$ cat src/sv/mcts_pkg.sv
`timescale 1ns / 1ps
package mcts_pkg;

    localparam int MaxSymbols = 16;
    localparam int IdxW       = 4;
    localparam int SizeW      = 5;
    localparam int CodeW      = 16;
    localparam int CountW     = 16;
    localparam int SumW       = 20;
    localparam int RandW      = 16;
    localparam int AddrW      = 2 * IdxW;
    localparam int TargetW    = SumW + RandW;
    localparam int QDepth     = 2;

    localparam logic [CountW-1:0] CountMax = {CountW{1'b1}};

    localparam logic [1:0] OP_CLEAR   = 2'd0;
    localparam logic [1:0] OP_TRAIN   = 2'd1;
    localparam logic [1:0] OP_RESTART = 2'd2;
    localparam logic [1:0] OP_NEXT    = 2'd3;

    localparam logic [1:0] ST_OK    = 2'd0;
    localparam logic [1:0] ST_FULL  = 2'd1;
    localparam logic [1:0] ST_EMPTY = 2'd2;
    localparam logic [1:0] ST_NONE  = 2'd3;

    typedef enum logic [1:0] {
        K_CLEAR,
        K_TRAIN,
        K_RESTART,
        K_NEXT
    } t_kind;

    typedef enum logic [1:0] {
        S_IDLE,
        S_DECODE,
        S_TRAIN_UPD,
        S_WALK
    } t_state;

    typedef struct packed {
        t_kind            kind;
        logic [CodeW-1:0] code;
        logic [RandW-1:0] rv;
    } t_cmd;

    typedef struct packed {
        logic [1:0]       status;
        logic [IdxW-1:0]  index;
        logic [CodeW-1:0] code;
        logic             is_new;
        logic [SizeW-1:0] size;
    } t_result;

endpackage

$ cat src/sv/mcts_front.sv
`timescale 1ns / 1ps
module mcts_front (
    input  logic                     i_clk,
    input  logic                     i_rst_n,
    input  logic                     start,
    output logic                     busy,
    input  logic [1:0]               i_operation,
    input  logic [mcts_pkg::CodeW-1:0] i_symbol_code,
    input  logic [mcts_pkg::RandW-1:0] i_random_value,
    output logic                     o_q_valid,
    output mcts_pkg::t_cmd           o_q_cmd,
    input  logic                     i_q_pop
);

    mcts_pkg::t_cmd r_q [mcts_pkg::QDepth];
    logic       r_wr_ptr, n_wr_ptr;
    logic       r_rd_ptr, n_rd_ptr;
    logic [1:0] r_count, n_count;
    mcts_pkg::t_cmd w_cmd;
    logic       w_push;
    logic       w_pop;

    // classify the incoming transaction
    always_comb begin
        w_cmd.code = i_symbol_code;
        w_cmd.rv   = i_random_value;
        case (i_operation)
            mcts_pkg::OP_CLEAR:   w_cmd.kind = mcts_pkg::K_CLEAR;
            mcts_pkg::OP_TRAIN:   w_cmd.kind = mcts_pkg::K_TRAIN;
            mcts_pkg::OP_RESTART: w_cmd.kind = mcts_pkg::K_RESTART;
            default:              w_cmd.kind = mcts_pkg::K_NEXT;
        endcase
    end

    assign busy      = (r_count == 2'(mcts_pkg::QDepth));
    assign w_push    = start && !busy;
    assign o_q_valid = (r_count != 2'd0);
    assign w_pop     = i_q_pop && o_q_valid;
    assign o_q_cmd   = r_q[r_rd_ptr];

    always_comb begin
        n_wr_ptr = w_push ? !r_wr_ptr : r_wr_ptr;
        n_rd_ptr = w_pop ? !r_rd_ptr : r_rd_ptr;
        n_count  = r_count + 2'(w_push) - 2'(w_pop);
    end

    always_ff @(posedge i_clk) begin
        if (!i_rst_n) begin
            r_wr_ptr <= 1'b0;
            r_rd_ptr <= 1'b0;
            r_count  <= 2'd0;
        end else begin
            r_wr_ptr <= n_wr_ptr;
            r_rd_ptr <= n_rd_ptr;
            r_count  <= n_count;
        end
    end

    always_ff @(posedge i_clk) begin
        if (w_push) begin
            r_q[r_wr_ptr] <= w_cmd;
        end
    end

endmodule

$ cat config.mk
export PLATFORM = sky130hd
export DESIGN_NAME = mcts_front
export DESIGN_NICKNAME = d
export VERILOG_FILES = /design/src/sv/mcts_pkg.sv /design/src/sv/mcts_front.sv
export SDC_FILE = /design/constraint.sdc
export NUM_CORES = 1
export LEC_CHECK = 0
export BUFFER_PORTS_ARGS = -buffer_cell sky130_fd_sc_hd__buf_2
export CORE_AREA = 5 5 82 84
export CTS_CLUSTER_DIAMETER = 100
export DETAILED_ROUTE_END_ITERATION = 16
export DIE_AREA = 0 0 87 89
export PLACE_DENSITY = 0.74
export SETUP_SLACK_MARGIN = 0.4
export SLEW_MARGIN = 20
export SYNTH_ARGS = -nofsm -noshare
export SYNTH_HDL_FRONTEND = slang
export SYNTH_SLANG_ARGS = --single-unit
$ cat constraint.sdc
create_clock -name i_clk -period 7.55 [get_ports i_clk]
set_input_delay 0.3775 -clock i_clk [delete_from_list [all_inputs] [get_ports i_clk]]
set_output_delay 0.3775 -clock i_clk [all_outputs]
set_load 0.05 [all_outputs]
==> flow_metrics.tcl, run 1 <==
set metrics [dict create \
    die_area_um2 7740 \
    post-route-min-period_ns 2.39 \
    antenna_left 0 \
    synth-seq-cells 73 \
    cts_resized 0 \
    synthMuxAreaShare 0.177 \
    crit_fanout 34 \
    drv_slew 0 \
    cts_max_path_buffers 2 \
    post_cts_buffers 0 \
    syn_inst 135 \
    status "complete, no violations" \
    clk_latency_ns 0.33 \
    synthAdderAreaFrac 0.00877 \
    synth_area_leaders "edfxtp_1 (72%), mux2_4 (16%), dfxtp_1 (3.5%), buf_12 (2.1%), mux2_2 (1.6%)" \
    clockRootBuffer "clkbuf_8" \
    vias 1364 \
    synth_top_family_by_area "multiplexers" \
    grt_pass1_vias 1365 \
    wl_per_cell_um 14.8 \
    power_leakage_nw 1.39 \
    yosysMostFrequentCell "edfxtp_1" \
    synth_common_cells "edfxtp_1 (68), mux2_4 (30), dfxtp_1 (5)" \
    first_pass_iters 4 \
    rows 28 \
    synthArstFlopShare 0 \
    yosysTopAreaCellShare 0.716 \
    cp.arrival_ns 2.02 \
    clock-sinks 73 \
    setup_viol_count_final 0 \
    power_frac_comb 0.366 \
    numCtsBuffers 9 \
    skew_ns 0.00871 \
    cts_tree "yes" \
    period_share 0.317 \
    synth_nets 175 \
    grt_overflow_total 0 \
    pin_count 74 \
    core_um2 5850 \
    diodes 0 \
    grt_max_degree 35 \
    cp-end-kind "output pin" \
    synth_flop_cell "edfxtp_1" \
    vdd_drop_max_mv 0.223 \
    final.fill_count 461 \
    seqPwrFrac 0.401 \
    viasPerCell 4.66 \
    cts_hold_buffers 0 \
    synth_xor_area_frac 0.00614 \
    path_clk_slew_ns 0.07 \
    drc 0 \
    grt_pass1_wl_mm 6.52 \
    cp_data_required_time_ns 7.17 \
    area_growth_pct 21.8 \
    pwr-share-clk 0.233 \
    initial_core_util 0.488 \
    die_height_um 89 \
    rsz0062_at_grt "false" \
    worstMarginPinSlew_ns 1.07 \
    pwr_density_cell_nw_per_um2 415 \
    wl_mm 4.34 \
    synth_top_area_cell "edfxtp_1" \
    synthSimpleGateAreaFrac 0.0228 \
    finalSetupTns_ns 0 \
    nNetsFinal 253 \
    p_sw_mw 0.536 \
    dp_hpwl_mm 2.94 \
    port_buffers 73 \
    hp-class "primary input to flop" \
    intPower_mw 0.907 \
    gr-usage-all-layers 0.120 \
    synth-warning-count 0 \
    drive_gt1_frac 0.578 \
    synth_edf_count 68 \
    fmax_ghz 0.418 \
    netlist_area_um2 2850 \
    die_w_um 87 \
    place_congestion 0.737 \
    synth_compound_area_frac 0.00263 \
    antenna_found_initial 0 \
    syn_area_per_cell_um2 21.1 \
    synth_cell_types 20 \
    worstSetupPathType "flop to output pin" \
    seq_area_frac_synth 0.751 \
    cp-start-kind "flop" \
    maxCapViolCount 0 \
    switching_share 0.372 \
    drt-initial-drc-count 58 \
    power_mw 1.44 \
    hold_violations 0 \
    maxSlewHeadroom 0.284 \
    htreeDepth 3 \
]
sequential cells by signal, summed over array words and instances (netlist names), named ones only:
| register | count |
|---|---|
| r_wr_ptr | 1 |
| r_q | 68 |
| r_count | 2 |
| r_rd_ptr | 1 |
through the flow:
step,util,cell area (um^2),hold WS [ns],instances,setup slack (ns)
floorplan,-,2850,0.455,135,5.11
global placement,0.554,3240,0.497,277,5.49
detailed placement,0.554,3240,0.505,277,5.47
CTS,0.594,3470,0.200,293,5.09
global route,0.594,3470,0.196,293,5.05
finish,0.594,3470,0.228,293,5.16
cells in the final DEF, fill, tap and decap left out:
cell type,n
o21a_1,1
and3_2,1
nor2_1,3
bufinv_16,2
inv_1,3
ha_1,2
or2_2,1
mux2_2,4
edfxtp_1,68
nor3_1,1
clkbuf_1,1
dfxtp_1,4
dfxtp_2,1
nand2_1,2
clkinvlp_4,2
nand2b_1,2
clkbuf_8,11
mux2_4,30
xnor2_1,1
and2_1,2
mux2i_1,1
buf_2,73
xor2_1,1
nor2_4,1
critical path, cell delays in order (launching register included):
cell	delay (ns)
dfxtp_2	1.05
mux2_2	0.42
buf_2	0.21
cell families (layout without fill, tap and decap cells):
| family | Yosys count | in the layout |
|---|---|---|
| AOI/OAI and AO/OA | 1 | 1 |
| xor gates and xnor gates | 2 | 2 |
| adders and majority gates | 2 | 2 |
| buffers and inverters | 9 | 92 |
| DFF | 73 | 73 |
| muxes | 35 | 35 |
| and+or+nand+nor | 13 | 13 |
path summary, 6_finish.rpt:
kind                            depth (start not counted)                   from                     to  slack [ns]
worst max-delay path                                    2                   flop             o_q_cmd[0]        5.16
worst min-delay path                                    1       i_symbol_code[9]   r_q[1][25]$_DFFE_PP_        0.23
worst max register to register                          3  r_count[0]$_SDFF_PN0_    r_q[0][9]$_DFFE_PP_        5.72
worst min register to register                          2  r_wr_ptr$_SDFFE_PN0N_  r_wr_ptr$_SDFFE_PN0N_        0.52
layout make-up:
type                       count  area (um^2)  share of cell area
clock buffer                  12          155              0.0447
clock inverter                 4         75.1              0.0216
inverter                       3         11.3             0.00324
multi-input combinational     53          629               0.181
sequential                    73         2140               0.617
tap                           75         93.8              0.0270
timing repair buffer          73          365               0.105
metal layers:
metal  GRT usage  wire length (um)
met4      0.0977                97
met3      0.0359               209
met2       0.205              2350
met1       0.121              1680
met5           0                 0
power groups by stage:
stage,Clock [mW],Combinational [mW],Sequential (mW)
after floorplan,0,0.497,0.548
after global placement,0,0.532,0.587
after detailed placement,0,0.536,0.590
after CTS,0.346,0.537,0.581
after global routing,0.367,0.553,0.587
final,0.336,0.529,0.578
Note: power is estimated with default switching activity, not from simulation.
==> run 2, diff against run 1 <==
--- a/config.mk
+++ b/config.mk
@@ -5,12 +5,13 @@
 export SDC_FILE = /design/constraint.sdc
 export NUM_CORES = 1
 export LEC_CHECK = 0
+export ABC_AREA = 1
 export BUFFER_PORTS_ARGS = -buffer_cell sky130_fd_sc_hd__buf_2
 export CORE_AREA = 5 5 82 84
 export CTS_CLUSTER_DIAMETER = 100
 export DETAILED_ROUTE_END_ITERATION = 16
 export DIE_AREA = 0 0 87 89
-export PLACE_DENSITY = 0.74
+export PLACE_DENSITY = 0.75
 export SETUP_SLACK_MARGIN = 0.4
 export SLEW_MARGIN = 20
 export SYNTH_ARGS = -nofsm -noshare
==> constraint.sdc (replaced) <==
create_clock -name i_clk -period 2.5 [get_ports i_clk]
set_input_delay 0.125 -clock i_clk [delete_from_list [all_inputs] [get_ports i_clk]]
set_output_delay 0.125 -clock i_clk [all_outputs]
set_load 0.05 [all_outputs]
==> run 2 against run 1 <==
Compared with the run above: critical path depth up 1; clock skew down 0.0014 ns; via count up 14%; wire length up 8.6%; die area unchanged; sequential share of layout area down 5.9 points; sequential power rose to 2.8 times the previous value; design area up 11%; worst hold slack worse by 0.20 ns; global-route usage up 1.3 points; power rose to 2.8 times the previous value.
==> flow_metrics.tcl, run 2 <==
set metrics [dict create \
    maxSlewHeadroom 0.690 \
    cts_max_path_buffers 2 \
    regMostFlops "r_q" \
    drc 0 \
    cp-end-kind "output pin" \
    worstSetupPathType "flop to output pin" \
    synth_common_cells "edfxtp_1 (68), mux2_4 (30), inv_1 (9), nand2_1 (9), nor2_1 (8)" \
    syn_inst 146 \
    yosysMostFrequentCell "edfxtp_1" \
    die_area_um2 7740 \
    pwr_density_cell_nw_per_um2 1070 \
    syn_area_per_cell_um2 19.6 \
    reg_top3 "r_q (68), r_count (2)" \
    hold_violations 0 \
    diodes 0 \
    port_buffers 73 \
    antenna_found_initial 0 \
    top_usage_layer "met2" \
    dp_hpwl_mm 2.88 \
    grt_pass1_vias 1651 \
    gr-usage-all-layers 0.133 \
    grt_overflow_total 0 \
    grt_use_met2 0.232 \
    clk_latency_ns 0.33 \
    worstMarginPinSlew_ns 0.465 \
    nNetsFinal 301 \
    pin_count 74 \
    yosysTopAreaCellShare 0.713 \
    wl_per_cell_um 13.8 \
    vias 1549 \
    synth_edf_count 68 \
    clockRootBuffer "clkbuf_8" \
    grt_pass1_wl_mm 7.46 \
    rsz0062_at_grt "false" \
    placedCellCount 291 \
    final_util 0.656 \
    first_pass_iters 4 \
    synth_cell_types 13 \
    synth_top_area_cell "edfxtp_1" \
    vdd_drop_max_mv 0.628 \
    cts_tree "yes" \
    synth_nets 186 \
    area_growth_pct 34.0 \
    post-route-min-period_ns 1.81 \
    wl_mm 4.71 \
    synth-seq-cells 73 \
    cp-start-kind "flop" \
    rows 28 \
    use_met3 0.0507 \
    synth-warning-count 0 \
    clock-sinks 73 \
    layout_commonest_cell "buf_2" \
    layout_common_cells "buf_2 (73), edfxtp_1 (68), dlygate4sd3_1 (34)" \
    dpl_worst_slack_ns 0.949 \
    drv_slew 0 \
    synthArstFlopShare 0 \
    grt_util_met1 0.141 \
    die_height_um 89 \
    htreeDepth 3 \
    fmax_ghz 0.552 \
    setup_ws_ns 0.689 \
    cp_data_required_time_ns 2.38 \
    synth_area_leaders "edfxtp_1 (71%), mux2_4 (16%), dfxtp_1 (3.5%), buf_12 (2.1%), mux2_2 (1.6%)" \
    seq_area_frac_synth 0.748 \
    grt_max_degree 35 \
    viasPerCell 4.54 \
    power_leakage_nw 1.57 \
    drive_gt1_frac 0.474 \
    largest_reg_flops 68 \
    netlist_area_um2 2860 \
    crit_fanout 26 \
    maxCapViolCount 0 \
    path_clk_slew_ns 0.07 \
    period_share 0.724 \
    place_congestion 0.696 \
    skew_ns 0.00728 \
    cts_resized 0 \
    finalSetupTns_ns 0 \
    core_um2 5850 \
    die_w_um 87 \
    initial_core_util 0.490 \
    synth_flop_cell "edfxtp_1" \
    status "complete, no violations" \
    hp-class "primary input to flop" \
    setup_viol_count_final 0 \
    drt-initial-drc-count 89 \
    power_mw 4.11 \
    cp.arrival_ns 1.69 \
    final_cells 341 \
    numCtsBuffers 9 \
    antenna_left 0 \
]
## run 2: cell types whose count changed after synthesis, moves of 2 or more
cell / change
nor2_1: +4
nand2b_1: -2
a21oi_1: +2
nand2_1: +7
nand3_1: +3
inv_1: +6
and2_1: -2
## run 2: timing repair
action | 4_1_cts | 5_1_grt
setup endpoints to repair | 0 | 0
hold buffers | 34 | 0
hold endpoints to repair | 68 | 0
buffers inserted | 0 | 0
## run 2: cells by family after synthesis
family / after synthesis / synth area share
flops: 73 / 0.748
mux: 34 / 0.173
simple gates: 20 / 0.0275
buf+inv: 15 / 0.0393
compound gates: 2 / 0.00350
fa+ha+maj: 2 / 0.00874
## run 2: where the power goes
part | internal [mW] | switching [mW]
Combinational | 0.507 | 1.02
Sequential | 1.55 | 0.0740
Clock | 0.557 | 0.395
## run 2: metal layers
| metal | wire length (um) | share of wire |
|---|---|---|
| met4 | 76 | 0.016 |
| met5 | 0 | 0 |
| met3 | 365 | 0.077 |
| met1 | 1790 | 0.38 |
| met2 | 2480 | 0.53 |
## run 2: path summary, 6_finish.rpt
| path | startpoint | end | slack, ns | cells after the start |
|---|---|---|---|---|
| min | i_rst_n | r_count[0]$_SDFF_PN0_ | 0.03 | 3 |
| max reg2reg | r_count[0]$_SDFF_PN0_ | r_count[1]$_SDFF_PN0_ | 0.95 | 10 |
| min reg2reg | r_rd_ptr$_SDFFE_PN0P_ | r_rd_ptr$_SDFFE_PN0P_ | 0.52 | 2 |
| max | flop | o_q_cmd[2] | 0.69 | 3 |
## run 2: per-stage QoR
step / instance area (um^2) / hold WS, ns
finish: 3840 / 0.0303
global route: 3840 / 0.0402
CTS: 3840 / 0.0184
detailed placement: 3290 / 0.317
global placement: 3290 / 0.314
floorplan: 2870 / 0.218
## run 2: final cells by class
class / instances / area, um^2
well taps: 75 / 93.8
flip-flops and latches: 73 / 2140
fillers: 413 / 2010
clock inverters: 6 / 82.6
repair buffers: 110 / 741
clock buffers: 10 / 128
inverters: 9 / 33.8
multi-input cells: 58 / 617
## run 2: worst max-delay path: stages (launching register included)
cell	delay (ns)
dfxtp_2	0.52
buf_12	0.26
mux2_2	0.35
buf_2	0.21
